`config.mk`:
```
export PLATFORM = sky130hd
export DESIGN_NAME = rgb_to_hsv_converter
export DESIGN_NICKNAME = d
export VERILOG_FILES = /design/src/hw/rtl/rhc_pkg.sv /design/src/hw/rtl/rhc_front.sv /design/src/hw/rtl/rhc_div_cell.sv /design/src/hw/rtl/rhc_back.sv /design/src/hw/rtl/rgb_to_hsv_converter.sv
export SDC_FILE = /design/constraint.sdc
export NUM_CORES = 2
export LEC_CHECK = 0
export ABC_CLOCK_PERIOD_IN_PS = 10090
export BUFFER_PORTS_ARGS = -buffer_cell sky130_fd_sc_hd__buf_4
export CAP_MARGIN = 20
export CELL_PAD_IN_SITES_DETAIL_PLACEMENT = 0
export CELL_PAD_IN_SITES_GLOBAL_PLACEMENT = 1
export CORE_MARGIN = 8
export CORE_UTILIZATION = 56
export CTS_BUF_LIST = sky130_fd_sc_hd__clkbuf_4 sky130_fd_sc_hd__clkbuf_8
export DETAILED_ROUTE_END_ITERATION = 8
export PLACE_DENSITY = 0.95
export SYNTH_ARGS = -nofsm -noshare
export SYNTH_HDL_FRONTEND = slang
export SYNTH_SLANG_ARGS = --single-unit
export TNS_END_PERCENT = 100
```
`constraint.sdc`:
```
create_clock -name clk_i -period 10.09 [get_ports clk_i]
set_input_delay 1.009 -clock clk_i [delete_from_list [all_inputs] [get_ports clk_i]]
set_output_delay 1.009 -clock clk_i [all_outputs]
set_load 0.1 [all_outputs]
```
`src/hw/rtl/rhc_pkg.sv`:
```
// shared types, constants and the divider step for the rgb to hsv converter
package rhc_pkg;

  localparam int unsigned ChanW   = 8;
  localparam int unsigned HueW    = 16;
  localparam int unsigned SatW    = 17;
  // quotient bits produced by the divider chain, one per cell
  localparam int unsigned QuoW    = 17;
  // dividend width: sat dividend is delta shifted up by 16
  localparam int unsigned NumW    = 24;
  localparam int unsigned NumHiW  = NumW - QuoW;

  localparam logic [HueW-1:0] HueSixty = 16'd7680;
  localparam logic [HueW-1:0] HueFull  = 16'd46080;
  localparam logic [HueW-1:0] HueRed   = 16'd0;
  localparam logic [HueW-1:0] HueGreen = 16'd15360;
  localparam logic [HueW-1:0] HueBlue  = 16'd30720;

  typedef struct packed {
    logic [ChanW-1:0] red;
    logic [ChanW-1:0] green;
    logic [ChanW-1:0] blue;
    logic [ChanW-1:0] alpha_in;
  } pix_t;

  typedef struct packed {
    logic [HueW-1:0]  hue;
    logic [SatW-1:0]  saturation;
    logic [ChanW-1:0] value;
    logic [ChanW-1:0] alpha_out;
  } hsv_t;

  // one restoring division in flight
  typedef struct packed {
    logic [ChanW-1:0] rem;
    logic [QuoW-1:0]  num;
    logic [QuoW-1:0]  quo;
    logic [ChanW-1:0] div;
  } lane_t;

  // pixel data that rides along with the quotients
  typedef struct packed {
    logic             gray;
    logic             neg;
    logic [HueW-1:0]  offset;
    logic [ChanW-1:0] value;
    logic [ChanW-1:0] alpha;
  } side_t;

  typedef struct packed {
    logic  valid;
    side_t side;
    lane_t hue;
    lane_t sat;
  } stage_t;

  // one restoring step: shift in the next dividend bit, subtract if it fits
  function automatic lane_t div_step(lane_t l);
    logic [ChanW:0] trial;
    logic [ChanW:0] diff;
    logic           fits;
    lane_t          r;
    trial = {l.rem, l.num[QuoW-1]};
    diff  = trial - {1'b0, l.div};
    fits  = (trial >= {1'b0, l.div});
    r     = l;
    r.rem = fits ? diff[ChanW-1:0] : trial[ChanW-1:0];
    r.num = {l.num[QuoW-2:0], 1'b0};
    r.quo = {l.quo[QuoW-2:0], fits};
    return r;
  endfunction

endpackage

```
`src/hw/rtl/rhc_front.sv`:
```
// front stage: max, min, delta, sector and dividends for the divider chain
module rhc_front (
  input  logic          clk_i,
  input  logic          rst_ni,
  input  logic          valid_i,
  input  rhc_pkg::pix_t pix_i,
  output rhc_pkg::stage_t stage_o
);
  import rhc_pkg::*;

  logic [ChanW-1:0] mx, mn, delta, p, n, mag;
  logic [HueW-1:0]  offset;
  logic             neg;
  logic [NumW-1:0]  hue_num, sat_num;
  logic             valid_q;
  side_t            side_d, side_q;
  lane_t            hue_d, hue_q, sat_d, sat_q;

  always_comb begin
    mx = (pix_i.red > pix_i.green) ? pix_i.red : pix_i.green;
    mx = (mx > pix_i.blue) ? mx : pix_i.blue;
    mn = (pix_i.red < pix_i.green) ? pix_i.red : pix_i.green;
    mn = (mn < pix_i.blue) ? mn : pix_i.blue;
    delta = mx - mn;

    priority if (mx == pix_i.red) begin
      offset = HueRed;
      p = pix_i.green;
      n = pix_i.blue;
    end else if (mx == pix_i.green) begin
      offset = HueGreen;
      p = pix_i.blue;
      n = pix_i.red;
    end else begin
      offset = HueBlue;
      p = pix_i.red;
      n = pix_i.green;
    end
    neg = (p < n);
    mag = neg ? (n - p) : (p - n);

    // 7680 * mag as two shifts
    hue_num = ({{(NumW-ChanW){1'b0}}, mag} << 13) - ({{(NumW-ChanW){1'b0}}, mag} << 9);
    sat_num = {delta, 16'd0};

    hue_d.rem = {{(ChanW-NumHiW){1'b0}}, hue_num[NumW-1:QuoW]};
    hue_d.num = hue_num[QuoW-1:0];
    hue_d.quo = '0;
    hue_d.div = delta;
    sat_d.rem = {{(ChanW-NumHiW){1'b0}}, sat_num[NumW-1:QuoW]};
    sat_d.num = sat_num[QuoW-1:0];
    sat_d.quo = '0;
    sat_d.div = mx;

    side_d.gray   = (delta == '0);
    side_d.neg    = neg;
    side_d.offset = offset;
    side_d.value  = mx;
    side_d.alpha  = pix_i.alpha_in;
  end

  always_ff @(posedge clk_i or negedge rst_ni) begin
    if (!rst_ni) begin
      valid_q <= 1'b0;
    end else begin
      valid_q <= valid_i;
    end
  end

  always_ff @(posedge clk_i) begin
    side_q <= side_d;
    hue_q  <= hue_d;
    sat_q  <= sat_d;
  end

  assign stage_o = '{valid: valid_q, side: side_q, hue: hue_q, sat: sat_q};

endmodule

```
`src/hw/rtl/rhc_div_cell.sv`:
```
// divider cell: one quotient bit of the hue and saturation divisions
module rhc_div_cell (
  input  logic            clk_i,
  input  logic            rst_ni,
  input  rhc_pkg::stage_t stage_i,
  output rhc_pkg::stage_t stage_o
);
  import rhc_pkg::*;

  logic  valid_q;
  side_t side_q;
  lane_t hue_d, hue_q, sat_d, sat_q;

  assign hue_d = div_step(stage_i.hue);
  assign sat_d = div_step(stage_i.sat);

  always_ff @(posedge clk_i or negedge rst_ni) begin
    if (!rst_ni) begin
      valid_q <= 1'b0;
    end else begin
      valid_q <= stage_i.valid;
    end
  end

  always_ff @(posedge clk_i) begin
    side_q <= stage_i.side;
    hue_q  <= hue_d;
    sat_q  <= sat_d;
  end

  assign stage_o = '{valid: valid_q, side: side_q, hue: hue_q, sat: sat_q};

endmodule

```
`src/hw/rtl/rhc_back.sv`:
```
// back stage: hue offset and wrap, gray override, output register
module rhc_back (
  input  logic            clk_i,
  input  logic            rst_ni,
  input  rhc_pkg::stage_t stage_i,
  output logic            valid_o,
  output rhc_pkg::hsv_t   res_o
);
  import rhc_pkg::*;

  logic [HueW+1:0] sum;
  logic [HueW+1:0] wrapped;
  logic            valid_q;
  hsv_t            res_d, res_q;

  always_comb begin
    if (stage_i.side.neg) begin
      sum = {2'b00, stage_i.side.offset} - {1'b0, stage_i.hue.quo};
    end else begin
      sum = {2'b00, stage_i.side.offset} + {1'b0, stage_i.hue.quo};
    end
    // only the red sector can go below zero
    wrapped = sum[HueW+1] ? (sum + {2'b00, HueFull}) : sum;

    res_d.hue        = stage_i.side.gray ? '0 : wrapped[HueW-1:0];
    res_d.saturation = stage_i.side.gray ? '0 : stage_i.sat.quo;
    res_d.value      = stage_i.side.value;
    res_d.alpha_out  = stage_i.side.alpha;
  end

  always_ff @(posedge clk_i or negedge rst_ni) begin
    if (!rst_ni) begin
      valid_q <= 1'b0;
    end else begin
      valid_q <= stage_i.valid;
    end
  end

  always_ff @(posedge clk_i) begin
    res_q <= res_d;
  end

  assign valid_o = valid_q;
  assign res_o   = res_q;

endmodule

```
`src/hw/rtl/rgb_to_hsv_converter.sv`:
```
// rgb to hsv converter top level: front stage, divider cell chain, back stage
//
//   port      dir  meaning
//   start     in   pixel transfer request, taken when busy is low
//   busy      out  always low, a pixel is taken every cycle
//   pix_i     in   red, green, blue, alpha_in
//   valid_o   out  one-cycle strobe marking a result
//   res_o     out  hue, saturation, value, alpha_out
//
// one pixel per cycle, each result follows its transfer through the pipeline below
// pipeline: front stage, 17 divider cells (one quotient bit each), back stage
// reset clears the valid bits along the chain, data registers are not reset
// the receiver takes every result in its strobe cycle, nothing stalls
module rgb_to_hsv_converter (
  input  logic          clk_i,
  input  logic          rst_ni,
  input  logic          start,
  output logic          busy,
  input  rhc_pkg::pix_t pix_i,
  output logic          valid_o,
  output rhc_pkg::hsv_t res_o
);
  import rhc_pkg::*;

  stage_t chain [QuoW+1];

  assign busy = 1'b0;

  rhc_front u_front (
    .clk_i   (clk_i),
    .rst_ni  (rst_ni),
    .valid_i (start & ~busy),
    .pix_i   (pix_i),
    .stage_o (chain[0])
  );

  for (genvar i = 0; i < QuoW; i++) begin : g_cell
    rhc_div_cell u_cell (
      .clk_i   (clk_i),
      .rst_ni  (rst_ni),
      .stage_i (chain[i]),
      .stage_o (chain[i+1])
    );
  end

  rhc_back u_back (
    .clk_i   (clk_i),
    .rst_ni  (rst_ni),
    .stage_i (chain[QuoW]),
    .valid_o (valid_o),
    .res_o   (res_o)
  );

endmodule

```
==> flow_summary.ini <==
[status]
status = complete, no violations

[sta]
fmax_mhz = 113
worstMarginPinSlew_ns = 0.998
setup_viol = 0
rsz0062_at_grt = false
min_period_ns = 8.82
worst_clock_skew_ns = 0.0412
fin_crit_sh = 0.874
fin_tns_setup_ns = 0
slew_headroom = 0.333
hold_viol = 0
report.final.slew_viol_count = 0
whs_ns = 0.103

[job]
cap_violations = 0

[grt]
grt_max_degree = 34
gr-total-overflow = 0
grt_first_pass_wirelength_mm = 108
antenna_found_initial = 2
grt_use_total = 0.156
grt_pass1_vias = 24900

[worst_hold_path]
worstHoldPathType = in -> async

[worst_setup_path]
critPathCaptureType = register
cpMostUsedCell = ha_1
r2r_start = g_cell[16].u_cell.stage_o[59]
arrival_ns = 9.47
critPathSlowestCell = nor2_1
crit_path_max_incr_delay_ns = 0.69
critPathRequiredTime_ns = 10.74
path_class = in -> reg
cp_max_fo = 16
rrSetupSlack_ns = 6.21
rr_endpoint = u_back.res_o[48]
worstRegToRegCells = 16
start_kind = primary input

[placed_design]
dp_cells = 4780
io_buffer_count = 84
place.gp.congestion = 0.832
post-dp-hpwl_mm = 46.5

[clock_tree]
cts_setup_buffers = 0
cts-hold-fix-buffers = 0
cts_resized = 0
clock_sinks = 1185
htree_levels = 4
clkLatencyLatePin_ns = 0.79
cts_tree = yes
clk_pin_slew_worst_paths_ns = 0.06
clk_path_buf_depth = 3
cts_root_buf = clkbuf_8
numCtsBuffers = 172

[synth]
async_flop_share = 0.0160
syn_area_um2 = 40700
synthFlopType = dfxtp_1
syn_nets = 4190
synth-seq-cells = 1185
synth_cell_types = 72
yosys_warnings = 0
synthCells = 3795
synth_edf_count = 0
synth_seq_area_share = 0.585
syn_area_per_cell_um2 = 10.7

[route]
via_per_inst = 4.80
drtIter0Drc = 831
wl_mm = 62.8
ant_nets = 0
dr_total_vias = 24400
firstDrtPassIters = 5
wl_per_cell_um = 12.3
remaining_drc_errors = 0

[floorplan]
core_area_um2 = 72500
ios = 86
initial_core_util = 0.562
rows = 99
die_w_um = 286
dieArea_um2 = 81600
die_h_um = 286

[cells_and_area]
area_growth_pct = 13.2
finish.net_count = 4390
finish.utilization = 0.636
nFillCells = 5742
drive_gt1_frac = 0.104
stdcell_count = 5090
## metrics by stage
step	cell area (µm²)	worst slack, ns
6_report	46100	1.27
5_1_grt	46100	0.391
4_1_cts	46100	1.32
3_5_place_dp	42400	0.469
3_3_place_gp	42400	0.557
2_1_floorplan	40700	1.25
## cell usage after synthesis, types with 2 or more instances
| master | count | area, µm² |
|---|---|---|
| a31oi_1 | 4 | 25.0 |
| nor3b_1 | 2 | 15.0 |
| mux2i_1 | 22 | 220 |
| o21bai_1 | 4 | 30.0 |
| dfrtp_1 | 19 | 475 |
| nand2b_1 | 73 | 457 |
| o21a_1 | 12 | 90.1 |
| clkbuf_1 | 61 | 229 |
| o21ai_1 | 8 | 40.0 |
| a21o_1 | 50 | 375 |
| or4_1 | 33 | 248 |
| o211a_1 | 30 | 300 |
| a21oi_1 | 99 | 495 |
| and3_1 | 2 | 12.5 |
| nand3_1 | 31 | 155 |
| fa_1 | 35 | 701 |
| xnor2_1 | 95 | 832 |
| nand2_1 | 255 | 957 |
| a31o_2 | 2 | 17.5 |
| buf_4 | 2 | 15.0 |
| a21boi_0 | 30 | 225 |
| or3_1 | 3 | 18.8 |
| o21ai_0 | 344 | 1720 |
| dfxtp_1 | 1166 | 23300 |
| nor3_1 | 10 | 50.1 |
| xor2_1 | 87 | 762 |
| a211o_1 | 3 | 26.3 |
| ha_1 | 325 | 4070 |
| inv_1 | 445 | 1670 |
| nor2_1 | 204 | 766 |
| a311oi_1 | 3 | 26.3 |
| nand4_1 | 49 | 307 |
| a31o_1 | 2 | 17.5 |
| o211ai_1 | 3 | 22.5 |
| a211oi_1 | 5 | 37.5 |
| o31ai_1 | 61 | 458 |
| o2111ai_1 | 4 | 35.0 |
| and2_1 | 34 | 213 |
| nor2b_1 | 127 | 795 |
| nor4_1 | 9 | 56.3 |
| mux2_2 | 10 | 113 |
| nand3b_1 | 2 | 15.0 |
## cells in the final DEF, fill, tap and decap left out, drive strengths merged, types with 9 or more instances in the layout
cell    Yosys  final
a21boi     31     31
a21o       50     50
a21oi     100    100
and2       35     35
buf         3     90
clkbuf     61    268
clkinv      1     26
dfrtp      19     19
dfxtp    1166   1166
fa         35     35
ha        325    325
inv       446    458
mux2       10     10
mux2i      22     22
nand2     255    255
nand2b     73     73
nand3      31     31
nand4      49     49
nor2      205    205
nor2b     127    127
nor3       10     10
nor4        9      9
o211a      30     30
o21a       12     12
o21ai     352    352
o31ai      61     61
or4        33     33
xnor2      96     96
xor2       88     88
## worst max-delay path by stage
stage,depth (start not counted),end,slack [ns],startpoint
3_3_place_gp,35,u_front.stage_o[94],0.56,pix_i[21]
6_report,34,u_front.stage_o[94],1.27,pix_i[21]
4_1_cts,35,u_front.stage_o[94],1.32,pix_i[21]
5_1_grt,37,u_front.stage_o[94],0.39,pix_i[21]
3_5_place_dp,37,u_front.stage_o[94],0.47,pix_i[21]
2_1_floorplan,37,u_front.stage_o[94],1.25,pix_i[21]
## flip-flops by register name, indices dropped and copies added (netlist names)
name	cells
g_cell.u_cell.stage_o	1075
g_cell.u_cell.valid_q	17
u_back.res_o	49
u_back.valid_o	1
u_front.stage_o	42
u_front.valid_q	1
## area by class of cell
cell class	instances	area, µm²	area share
Sequential cell	1185	23800	0.517
Multi-Input combinational cell	2099	15000	0.325
Clock buffer	268	3360	0.0730
Inverter	447	1680	0.0364
Tap cell	959	1200	0.0260
Timing Repair Buffer	90	676	0.0147
Clock inverter	41	377	0.00817
Antenna cell	1	2.50	0.0000543
## worst max-delay path, delay by kind of cell
family | cells | cell delay (ns)
AO/OA/AOI/OAI | 12 | 2.99
AND/OR/NAND/NOR | 9 | 2.21
adder cells (fa/ha/maj) | 4 | 1.32
multiplexers | 3 | 0.87
buffers and inverters | 4 | 0.64
XOR/XNOR | 2 | 0.38
## metal layers
metal  up-vias  routed length (µm)  track usage
met4         0                2010       0.0675
met5         -                   0            0
met3       149                2410       0.0378
met2       301               32100        0.292
met1     11000               26200        0.165
li1      12900                   -            -
## cell families after synthesis
| kind of cell | share of synthesized area |
|---|---|
| flops | 0.585 |
| simple gates | 0.101 |
| compound gates | 0.101 |
| buf+inv | 0.0473 |
| fa+ha+maj | 0.117 |
| xor+xnor | 0.0399 |
| mux | 0.00817 |
| other cells | 0.0000921 |
Power is left out: the tool's default activity adds up to more than one toggle a clock period on the data nets, which glitch-free logic cannot reach.
